<file path="config.mk">
export PLATFORM = sky130hd
export DESIGN_NAME = lpc_sweep
export DESIGN_NICKNAME = d
export VERILOG_FILES = /design/src/hw/rtl/lpc_pkg.sv /design/src/hw/rtl/lpc_sweep.sv
export SDC_FILE = /design/constraint.sdc
export NUM_CORES = 1
export LEC_CHECK = 0
export ABC_AREA = 1
export BUFFER_PORTS_ARGS = -buffer_cell sky130_fd_sc_hd__buf_2
export CAP_MARGIN = 20
export CORE_UTILIZATION = 62
export CTS_CLUSTER_SIZE = 8
export DETAILED_ROUTE_END_ITERATION = 8
export PLACE_DENSITY = 0.95
export SLEW_MARGIN = 20
export SYNTH_ARGS = -nofsm -noshare
export SYNTH_HDL_FRONTEND = slang
export SYNTH_SLANG_ARGS = --single-unit
</file>
<file path="constraint.sdc">
create_clock -name clk -period 5.1 [get_ports clk]
set_input_delay 0.51 -clock clk [delete_from_list [all_inputs] [get_ports clk]]
set_output_delay 0.51 -clock clk [all_outputs]
set_load 0.02 [all_outputs]
</file>
<file path="src/hw/rtl/lpc_pkg.sv">
package lpc_pkg;

  localparam int IDX_W = 12;
  localparam int VAL_W = 13;
  localparam int LBL_W = 11;
  localparam int CNT_W = 16;
  localparam int VC_W  = 11;

  localparam logic [1:0] MODE_LOAD_ROW = 2'd0;
  localparam logic [1:0] MODE_LOAD_NBR = 2'd1;
  localparam logic [1:0] MODE_START    = 2'd2;
  localparam logic [1:0] MODE_READ     = 2'd3;

  localparam logic REG_VERTEX_COUNT = 1'b0;
  localparam logic REG_ITER_LIMIT   = 1'b1;

  localparam logic KIND_SWEEPS = 1'b0;
  localparam logic KIND_LABEL  = 1'b1;

  typedef enum logic [3:0] {
    ST_IDLE,
    ST_INIT,
    ST_ROW0,
    ST_ROW1,
    ST_ROW2,
    ST_EDGE,
    ST_NBR,
    ST_LBL,
    ST_WB
  } state_t;

  typedef struct packed {
    logic             busy;
    logic             finish;
    logic [CNT_W-1:0] sweeps;
  } lpc_status_t;

endpackage

</file>
<file path="src/hw/rtl/lpc_sweep.sv">
module lpc_sweep
  import lpc_pkg::*;
#(
  parameter int MAX_VERTICES = 1024,
  parameter int MAX_EDGES    = 4096,
  parameter int NW           = 11,
  parameter int GAW          = 13,
  parameter int VAW          = 10
) (
  input  logic               clk,
  input  logic               rst_n,
  input  logic               start_i,
  input  logic [NW-1:0]      n_i,
  input  logic [CNT_W-1:0]   limit_i,
  output logic [GAW-1:0]     graph_raddr,
  input  logic [VAL_W-1:0]   graph_rdata,
  output logic [VAW-1:0]     lbl_raddr,
  input  logic [LBL_W-1:0]   lbl_rdata,
  output logic               lbl_we,
  output logic [VAW-1:0]     lbl_waddr,
  output logic [LBL_W-1:0]   lbl_wdata,
  output lpc_status_t        status
);

  localparam int NB_BASE = MAX_VERTICES + 1;
  localparam int EW      = $clog2(MAX_EDGES + 1);
  localparam int OW      = (EW > VAL_W) ? EW : VAL_W;
  localparam int CMPW    = (NW > VAL_W) ? NW : VAL_W;

  state_t           state_r, state_nxt;
  logic [NW-1:0]    v_r, v_nxt;
  logic [OW-1:0]    e_r, e_nxt;
  logic [OW-1:0]    stop_r, stop_nxt;
  logic [LBL_W-1:0] best_r, best_nxt;
  logic [LBL_W-1:0] cur_r, cur_nxt;
  logic [CNT_W-1:0] iters_r, iters_nxt;
  logic             any_r, any_nxt;

  logic [CNT_W-1:0] iters_new;
  logic             any_upd;
  logic             last_v;

  assign iters_new = (iters_r == {CNT_W{1'b1}}) ? iters_r : iters_r + CNT_W'(1);
  assign any_upd   = any_r | (best_r < cur_r);
  assign last_v    = ((v_r + NW'(1)) == n_i);

  always_ff @(posedge clk) begin
    if (!rst_n) begin
      state_r <= ST_IDLE;
      iters_r <= '0;
      any_r   <= 1'b0;
    end else begin
      state_r <= state_nxt;
      iters_r <= iters_nxt;
      any_r   <= any_nxt;
    end
  end

  always_ff @(posedge clk) begin
    v_r    <= v_nxt;
    e_r    <= e_nxt;
    stop_r <= stop_nxt;
    best_r <= best_nxt;
    cur_r  <= cur_nxt;
  end

  always_comb begin
    state_nxt     = state_r;
    v_nxt         = v_r;
    e_nxt         = e_r;
    stop_nxt      = stop_r;
    best_nxt      = best_r;
    cur_nxt       = cur_r;
    iters_nxt     = iters_r;
    any_nxt       = any_r;
    graph_raddr   = GAW'(v_r);
    lbl_raddr     = VAW'(v_r);
    lbl_we        = 1'b0;
    lbl_waddr     = VAW'(v_r);
    lbl_wdata     = best_r;
    status.busy   = (state_r != ST_IDLE);
    status.finish = 1'b0;
    status.sweeps = iters_new;

    unique case (state_r)
      ST_IDLE: begin
        if (start_i) begin
          iters_nxt = '0;
          any_nxt   = 1'b0;
          v_nxt     = '0;
          if (n_i == '0) begin
            status.finish = 1'b1;
            status.sweeps = '0;
          end else begin
            state_nxt = ST_INIT;
          end
        end
      end
      ST_INIT: begin
        lbl_we    = 1'b1;
        lbl_wdata = LBL_W'(v_r + NW'(1));
        if (last_v) begin
          v_nxt     = '0;
          state_nxt = ST_ROW0;
        end else begin
          v_nxt = v_r + NW'(1);
        end
      end
      ST_ROW0: begin
        graph_raddr = GAW'(v_r);
        state_nxt   = ST_ROW1;
      end
      ST_ROW1: begin
        // Start offset arrives; fetch the end offset and this vertex's label.
        e_nxt       = OW'(graph_rdata);
        graph_raddr = GAW'(v_r + NW'(1));
        lbl_raddr   = VAW'(v_r);
        state_nxt   = ST_ROW2;
      end
      ST_ROW2: begin
        stop_nxt  = (OW'(graph_rdata) > OW'(MAX_EDGES)) ? OW'(MAX_EDGES) : OW'(graph_rdata);
        cur_nxt   = lbl_rdata;
        best_nxt  = lbl_rdata;
        state_nxt = ST_EDGE;
      end
      ST_EDGE: begin
        if (e_r < stop_r) begin
          graph_raddr = GAW'(NB_BASE + int'(e_r));
          state_nxt   = ST_NBR;
        end else begin
          state_nxt = ST_WB;
        end
      end
      ST_NBR: begin
        if (CMPW'(graph_rdata) < CMPW'(n_i)) begin
          lbl_raddr = VAW'(graph_rdata);
          state_nxt = ST_LBL;
        end else begin
          e_nxt     = e_r + OW'(1);
          state_nxt = ST_EDGE;
        end
      end
      ST_LBL: begin
        if (lbl_rdata < best_r) begin
          best_nxt = lbl_rdata;
        end
        e_nxt     = e_r + OW'(1);
        state_nxt = ST_EDGE;
      end
      ST_WB: begin
        // The label write lands before any later read, so in-place updates
        // are seen by the vertices that follow in the same sweep.
        lbl_we    = (best_r < cur_r);
        lbl_waddr = VAW'(v_r);
        lbl_wdata = best_r;
        if (last_v) begin
          if (!any_upd || ((limit_i != '0) && (iters_new >= limit_i))) begin
            status.finish = 1'b1;
            state_nxt     = ST_IDLE;
          end else begin
            iters_nxt = iters_new;
            any_nxt   = 1'b0;
            v_nxt     = '0;
            state_nxt = ST_ROW0;
          end
        end else begin
          any_nxt   = any_upd;
          v_nxt     = v_r + NW'(1);
          state_nxt = ST_ROW0;
        end
      end
      default: begin
        state_nxt = ST_IDLE;
      end
    endcase
  end

endmodule

</file>
# Word-level counts from Yosys, hierarchy flattened
# Index checks and enable logic that the tools add are counted.
# word_totals
ff_bits,80
inputBits,54
output_inout_bits,63
elab_cells,94
# op_classes
n_addsub,5
n_lt_le_gt_ge,6
eq_ne,18
mux,38
bitwise_logic,1
reduce_logical,18
# ops
operator,count
$mux W16,5
$mux W11,6
$pmux W13 S3,1
$mux W17,2
$pmux W11 S3,1
$pmux W16 S2,1
$pmux W4 S8,1
$mux W13,2
$pmux W13 S2,1
$lt A11 B11 Y1,2
$pmux W11 S2,1
$mux W10,2
$mux W4,5
$add A16 B1 Y16 const B,1
$eq A16 B16 Y1 const B,1
$eq A4 B3 Y1 const B,4
$ge A16 B16 Y1,1
$reduce_bool A16 Y1,1
$ne A2 B2 Y1 const B,7
$add A11 B13 Y13 const A,1
$add A13 B1 Y13 const B,1
$gt A13 B13 Y1 const B,1
$lt A13 B11 Y1,1
$lt A13 B13 Y1,1
other kinds (23),36

# Depth between registers and ports, before layout
# depth
word_depth,8
depth_mapped,28
ltp_nobuf,27

# Least setup slack after synthesis
# OpenSTA, ideal clock, no wires.
# synth_path
kind,register -> register
startpoint,register iters_r[1]
endpoint,"register v_r[0], enable pin"
setup_ns,0.378
arrival_ns,2.792
t_required_ns,4.722
path_slack_ns,1.930
stages_incl_launch_ff,23
path_buffers,0
synth_period_minus_slack_ns,3.170
path_cell_list,dfxtp_1 > ha_1 > nand3_1 > nor2_1 > nand2_1 > inv_1 > nand3_1 > nand3_1 > nor2_1 > xor2_1 > inv_1 > ha_1 > nand2_1 > nand2_1 > nand2_1 > nand2_1 > nor2_1 > nand2_1 > nand2_1 > nand2_1 > nand2_1 > a211oi_1 > nor2_1
# synth_between
elab_chain_cells,7
elab_cells_between_ends,8
cone_classes,add/sub (1); order compare (1); eq/ne (2); mux (1); reduce/logical (3)
# synth_rtl
item,line_no,text
start: declaration,lpc_sweep.sv:36,"logic [CNT_W-1:0] iters_r, iters_nxt;"
start signal: assignment,lpc_sweep.sv:54,iters_r <= iters_nxt;
$add A16 B1 Y16 or $eq A16 B16 Y1 (tied branches),lpc_sweep.sv:43,assign iters_new = (iters_r == {CNT_W{1'b1}}) ? iters_r : iters_r + CNT_W'(1);
$mux W16 (*),lpc_sweep.sv:43,
$ge A16 B16 Y1 (*),lpc_sweep.sv:157,if (!any_upd || ((limit_i != '0) && (iters_new >= limit_i))) begin
$logic_and A1 B1 Y1 (*),lpc_sweep.sv:157,
$logic_or A1 B1 Y1 (*),lpc_sweep.sv:157,
$ne A3 B3 Y1 (no line) (*),n/a,
$reduce_and A3 Y1 (no line) (*),n/a,
end signal: assignment,lpc_sweep.sv:60,v_r <= v_nxt;
end: declaration,lpc_sweep.sv:31,"logic [NW-1:0] v_r, v_nxt;"
# Mark *: on every way between the ends. The rest lies on a longest branch, timed or not.
# A chain may end at the register's enable or synchronous reset.

==> impl_results.md <==
* Critical path class: reg -> out
* CTS tree: built
* Syn Nets at ~1000
* Transition time at the pin with the least slew margin at around 1000 ps
* X dimension of the die at just over 100 um
* DR vias/cell at between 5 and 6
* Highest achievable clock rate at approximately 230 MHz
* Worst hold path cell count at 1
* Post-layout total power at around 2100 uW
* Clock slew at reported path FFs at 90 ps
* Reg-to-reg slack, setup at approximately 1200 ps
* Reported leakage power at between 0.003 and 0.004 uW
* Post-synthesis sequential area ratio at between 30 and 40%
* Result of the run: complete, no violations
* Hold Startpoint: lbl_rdata[0]
* Wire length of the first global-routing pass at ~29000 um
* Number of nets in the layout at ~1100
* DR WL met2 at about 8300 um
* Total global-route track usage at between 30 and 40%
* Remaining design rule violation count at 0
* Die span in y at 104 um
* Clock latency on the worst-skew pair at around 360 ps
* Min Clock Period, post-route at 4290 ps
* Crit path arrival time at ~3800 ps
* Final Hold Vio Count at 0
* Detailed placement HPWL at ~14000 um
* Routability-driven placement congestion ratio at around 1
* Delay-heaviest family, CP: compound AO/OA/AOI/OAI gates
* Critical R2R Capture: v_r[2]$_SDFFCE_PP0P_
* Hold-fix buffers at CTS at 0
* Overflow after GRT at 0
* Average cell area after synthesis at about 7 sq um
* DR pass1 iterations at 6
* Final max-slew violation count at 0
* Number of antenna violations at the first check in global routing at 0
* Delay contributed by the slowest stage of the critical path at ~410 ps
* Required time of the worst setup path at between 4000 and 5000 ps
* Number of buffers inserted by port buffering at 116
* Cell at the root of the clock tree: sky130_fd_sc_hd__clkbuf_8
* Remaining antenna violation count at 0
* Kind of end point of the critical path: output pin
* Clock buffers created by TritonCTS at 9
* Seq cells post-synth at 80
* Wire length on met1 at about 7000 um
* Via count of the first global-routing pass at around 6100
* Highest routed layer: met4
* Resize count post-CTS at 0
* I/O pin count at between 100 and 150
* Total via count after detailed routing at between 6000 and 7000
* Most used DFF post-synth: sky130_fd_sc_hd__edfxtp_1
* Relative slew slack at about 31%
* Area share of the largest cell type after synthesis at 27.5%
* Initial Util at about two thirds
* Area of the mapped netlist at around 6400 sq um
* EDFF count, synth at 59
* Core area at ~9900 sq um
* Worst setup timing slack at the placement stage at 1310 ps
* R2r worst-path depth at 18
* WP buf/inv at 5
* Number of H-tree branching levels at 3
* Routed len/inst at 15.7 um
* Top post-synthesis cells by area: sky130_fd_sc_hd__edfxtp_1, sky130_fd_sc_hd__ha_1, sky130_fd_sc_hd__nand2_1
* Share of the clock period used by the worst path at a little over four fifths
* Met3 wire length at 1800 um
* Share of flip-flops with an asynchronous set or reset at 0%
* Number of distinct library cell variants in the gate-level netlist after synthesis at 44
* Post-CTS setup buffers at 0
* Cell accounting for the most synthesized area: sky130_fd_sc_hd__edfxtp_1
* Post-Route Setup TNS at 0 ps
* Area occupied by multi-input gates at 3480 sq um
* # rows at 36
* Pwr dens at 290 nW/um^2
* Smallest hold slack at approximately 360 ps
* Number of antenna repair diodes at 0
* Worst reg2reg path startpoint: iters_r[1]$_SDFFE_PN0P_
* Post-Route WL at roughly 18000 um
* Fillers at between 700 and 800
* Yosys warnings at 0
* Skew final at ~14 ps
* Max Buffers Root-to-Sink at 2
* Crit-path most repeated cell: sky130_fd_sc_hd__nand2_1
* Worst Path Max Fanout at 9
* Number of clock sinks seen by CTS at 80
* Post-synthesis cell count at between 900 and 1000
* Min-delay worst type: in -> reg
* Peak VDD IR at roughly 210 uV
* Number of maximum-capacitance violations at 0
* Fraction of final layout cells sized beyond drive strength 1 at between 15 and 20%
* Area growth syn-to-layout at 12.8%
* Endpoint with the worst hold slack: best_r[0]$_DFFE_PP_
* Sequential standard cell area at roughly 2200 sq um
* First DRT Iteration DRCs at 773
* Largest net degree at the start of global routing at 33
* Count of endpoints failing setup in the final report at 0
* Highest-delay cell along the critical path: sky130_fd_sc_hd__dfxtp_1
* Die area at between 10000 and 15000 sq um
* Startpoint types: register
* Critical path cell sequence: ha_1 > nand3_1 > inv_1 > nand2_1 > nor2_1 > clkinv_1 > o21bai_1 > inv_1 > ha_1 > inv_1 > o21bai_1 > a21boi_0 > nand2_1 > nand2_1 > nand2_1 > nand2_1 > a211oi_1 > or2_2 > buf_2
* RSZ-0062 raised after global routing: no
* Smallest setup slack after layout at 815 ps
kinds of logic (layout without fill, tap and decap cells):
kind of cell             after synthesis  after routing  synth area share (%)
flip-flops                            80             80                  34.0
AO/OA/AOI/OAI                        122            122                  10.7
adder cells (fa/ha/maj)               61             61                  11.8
XOR/XNOR                              21             21                  2.85
buffers and inverters                194            302                  12.1
AND/OR/NAND/NOR                      427            427                  28.4
cells in the mapped netlist (2+ instances only):
cell type                  number
sky130_fd_sc_hd__nand2_1      189
sky130_fd_sc_hd__inv_1        162
sky130_fd_sc_hd__nor2_1       127
sky130_fd_sc_hd__ha_1          61
sky130_fd_sc_hd__edfxtp_1      59
sky130_fd_sc_hd__nand3_1       57
sky130_fd_sc_hd__o21ai_0       54
sky130_fd_sc_hd__a21oi_1       40
sky130_fd_sc_hd__dfxtp_1       21
sky130_fd_sc_hd__xor2_1        18
sky130_fd_sc_hd__nand4_1       16
sky130_fd_sc_hd__clkbuf_1      12
sky130_fd_sc_hd__nor3_1        12
sky130_fd_sc_hd__buf_4         10
sky130_fd_sc_hd__o221ai_1      10
sky130_fd_sc_hd__nand2_2        6
sky130_fd_sc_hd__nor4_1         5
sky130_fd_sc_hd__inv_2          4
sky130_fd_sc_hd__nor2_2         4
sky130_fd_sc_hd__xnor2_1        3
sky130_fd_sc_hd__and2_1         2
sky130_fd_sc_hd__buf_2          2
sky130_fd_sc_hd__buf_6          2
sky130_fd_sc_hd__clkinv_1       2
sky130_fd_sc_hd__nand3_4        2
sky130_fd_sc_hd__nand3b_1       2
sky130_fd_sc_hd__nor2_4         2
sky130_fd_sc_hd__o21a_1         2
sky130_fd_sc_hd__o21ai_1        2
sky130_fd_sc_hd__o21bai_1       2
sky130_fd_sc_hd__or2_2          2
cells in the final DEF (no fill, tap or decap), types with 3 or more instances in the layout:
| cell type | count |
|---|---|
| sky130_fd_sc_hd__nand2_1 | 189 |
| sky130_fd_sc_hd__inv_1 | 162 |
| sky130_fd_sc_hd__nor2_1 | 126 |
| sky130_fd_sc_hd__buf_2 | 116 |
| sky130_fd_sc_hd__ha_1 | 61 |
| sky130_fd_sc_hd__edfxtp_1 | 59 |
| sky130_fd_sc_hd__nand3_1 | 57 |
| sky130_fd_sc_hd__o21ai_0 | 52 |
| sky130_fd_sc_hd__a21oi_1 | 40 |
| sky130_fd_sc_hd__dfxtp_1 | 21 |
| sky130_fd_sc_hd__xor2_1 | 18 |
| sky130_fd_sc_hd__nand4_1 | 16 |
| sky130_fd_sc_hd__nor3_1 | 12 |
| sky130_fd_sc_hd__o221ai_1 | 10 |
| sky130_fd_sc_hd__clkbuf_8 | 9 |
| sky130_fd_sc_hd__nand2_2 | 6 |
| sky130_fd_sc_hd__nor4_1 | 5 |
| sky130_fd_sc_hd__nor2_2 | 5 |
| sky130_fd_sc_hd__inv_2 | 4 |
| sky130_fd_sc_hd__xnor2_1 | 3 |
| sky130_fd_sc_hd__o21ai_1 | 3 |
| sky130_fd_sc_hd__inv_6 | 3 |
metal layers:
metal  GRT usage [%]  vias to the layer above
li1                -                     3148
met2            55.0                      399
met1            43.7                     2940
met3            5.14                       65
met4            15.6                        0
met5               0                        -
sequential cells by signal, indices dropped and copies added (netlist names):
register / cells
v_r: 11
stop_r: 13
iters_r: 16
state_r: 4
best_r: 11
cur_r: 11
e_r: 13
any_r: 1
worst register-to-register path, cell delays in order, from the launching register on:
cell and delay (ps):
sky130_fd_sc_hd__dfxtp_1 410, sky130_fd_sc_hd__ha_1 220, sky130_fd_sc_hd__nand3_1 110, sky130_fd_sc_hd__inv_1 80, sky130_fd_sc_hd__nand2_1 80, sky130_fd_sc_hd__nor2_1 250
sky130_fd_sc_hd__clkinv_1 270, sky130_fd_sc_hd__o21bai_1 370, sky130_fd_sc_hd__inv_1 90, sky130_fd_sc_hd__ha_1 300, sky130_fd_sc_hd__inv_1 70, sky130_fd_sc_hd__o21bai_1 60
sky130_fd_sc_hd__a21boi_0 160, sky130_fd_sc_hd__nand2_1 70, sky130_fd_sc_hd__nand2_1 60, sky130_fd_sc_hd__nand2_1 40, sky130_fd_sc_hd__nand2_1 90, sky130_fd_sc_hd__a211oi_1 120
sky130_fd_sc_hd__nor2_1 660
area by class of cell:
| cell class | count | area share (%) |
|---|---|---|
| Tap cell | 133 | 2.29 |
| Multi-Input combinational cell | 631 | 47.8 |
| Clock buffer | 9 | 1.70 |
| Inverter | 168 | 8.67 |
| Timing Repair Buffer | 118 | 8.19 |
| Clock inverter | 7 | 1.19 |
| Sequential cell | 80 | 30.1 |
power by group:
part | switching (uW) | internal [uW] | leakage [uW] | total, uW
sequential | 68.2 | 759 | 0.000720 | 827
combinational | 526 | 239 | 0.00295 | 764
clock | 277 | 239 | 0.000105 | 516
metrics by stage:
stage	instance area (sq um)	utilization [%]	instances
final	7280	73.4	1146
after global routing	7280	73.4	1146
after CTS	7270	73.4	1146
after detailed placement	7060	71.3	1130
after global placement	7060	71.3	1130
after floorplan	6450	-	905
how the worst max path moves through the flow:
stage,end,from,slack [ps],cells past startpoint
after floorplan,v_r[0]$_SDFFCE_PP0P_,iters_r[1]$_SDFFE_PN0P_,1930,22
after global placement,status[16],iters_r[1]$_SDFFE_PN0P_,1430,22
after detailed placement,status[16],iters_r[1]$_SDFFE_PN0P_,1310,19
after CTS,status[16],iters_r[1]$_SDFFE_PN0P_,910,19
after global routing,status[16],iters_r[1]$_SDFFE_PN0P_,540,22
final,status[16],iters_r[1]$_SDFFE_PN0P_,810,19
Power figures use the tool's default switching activity.
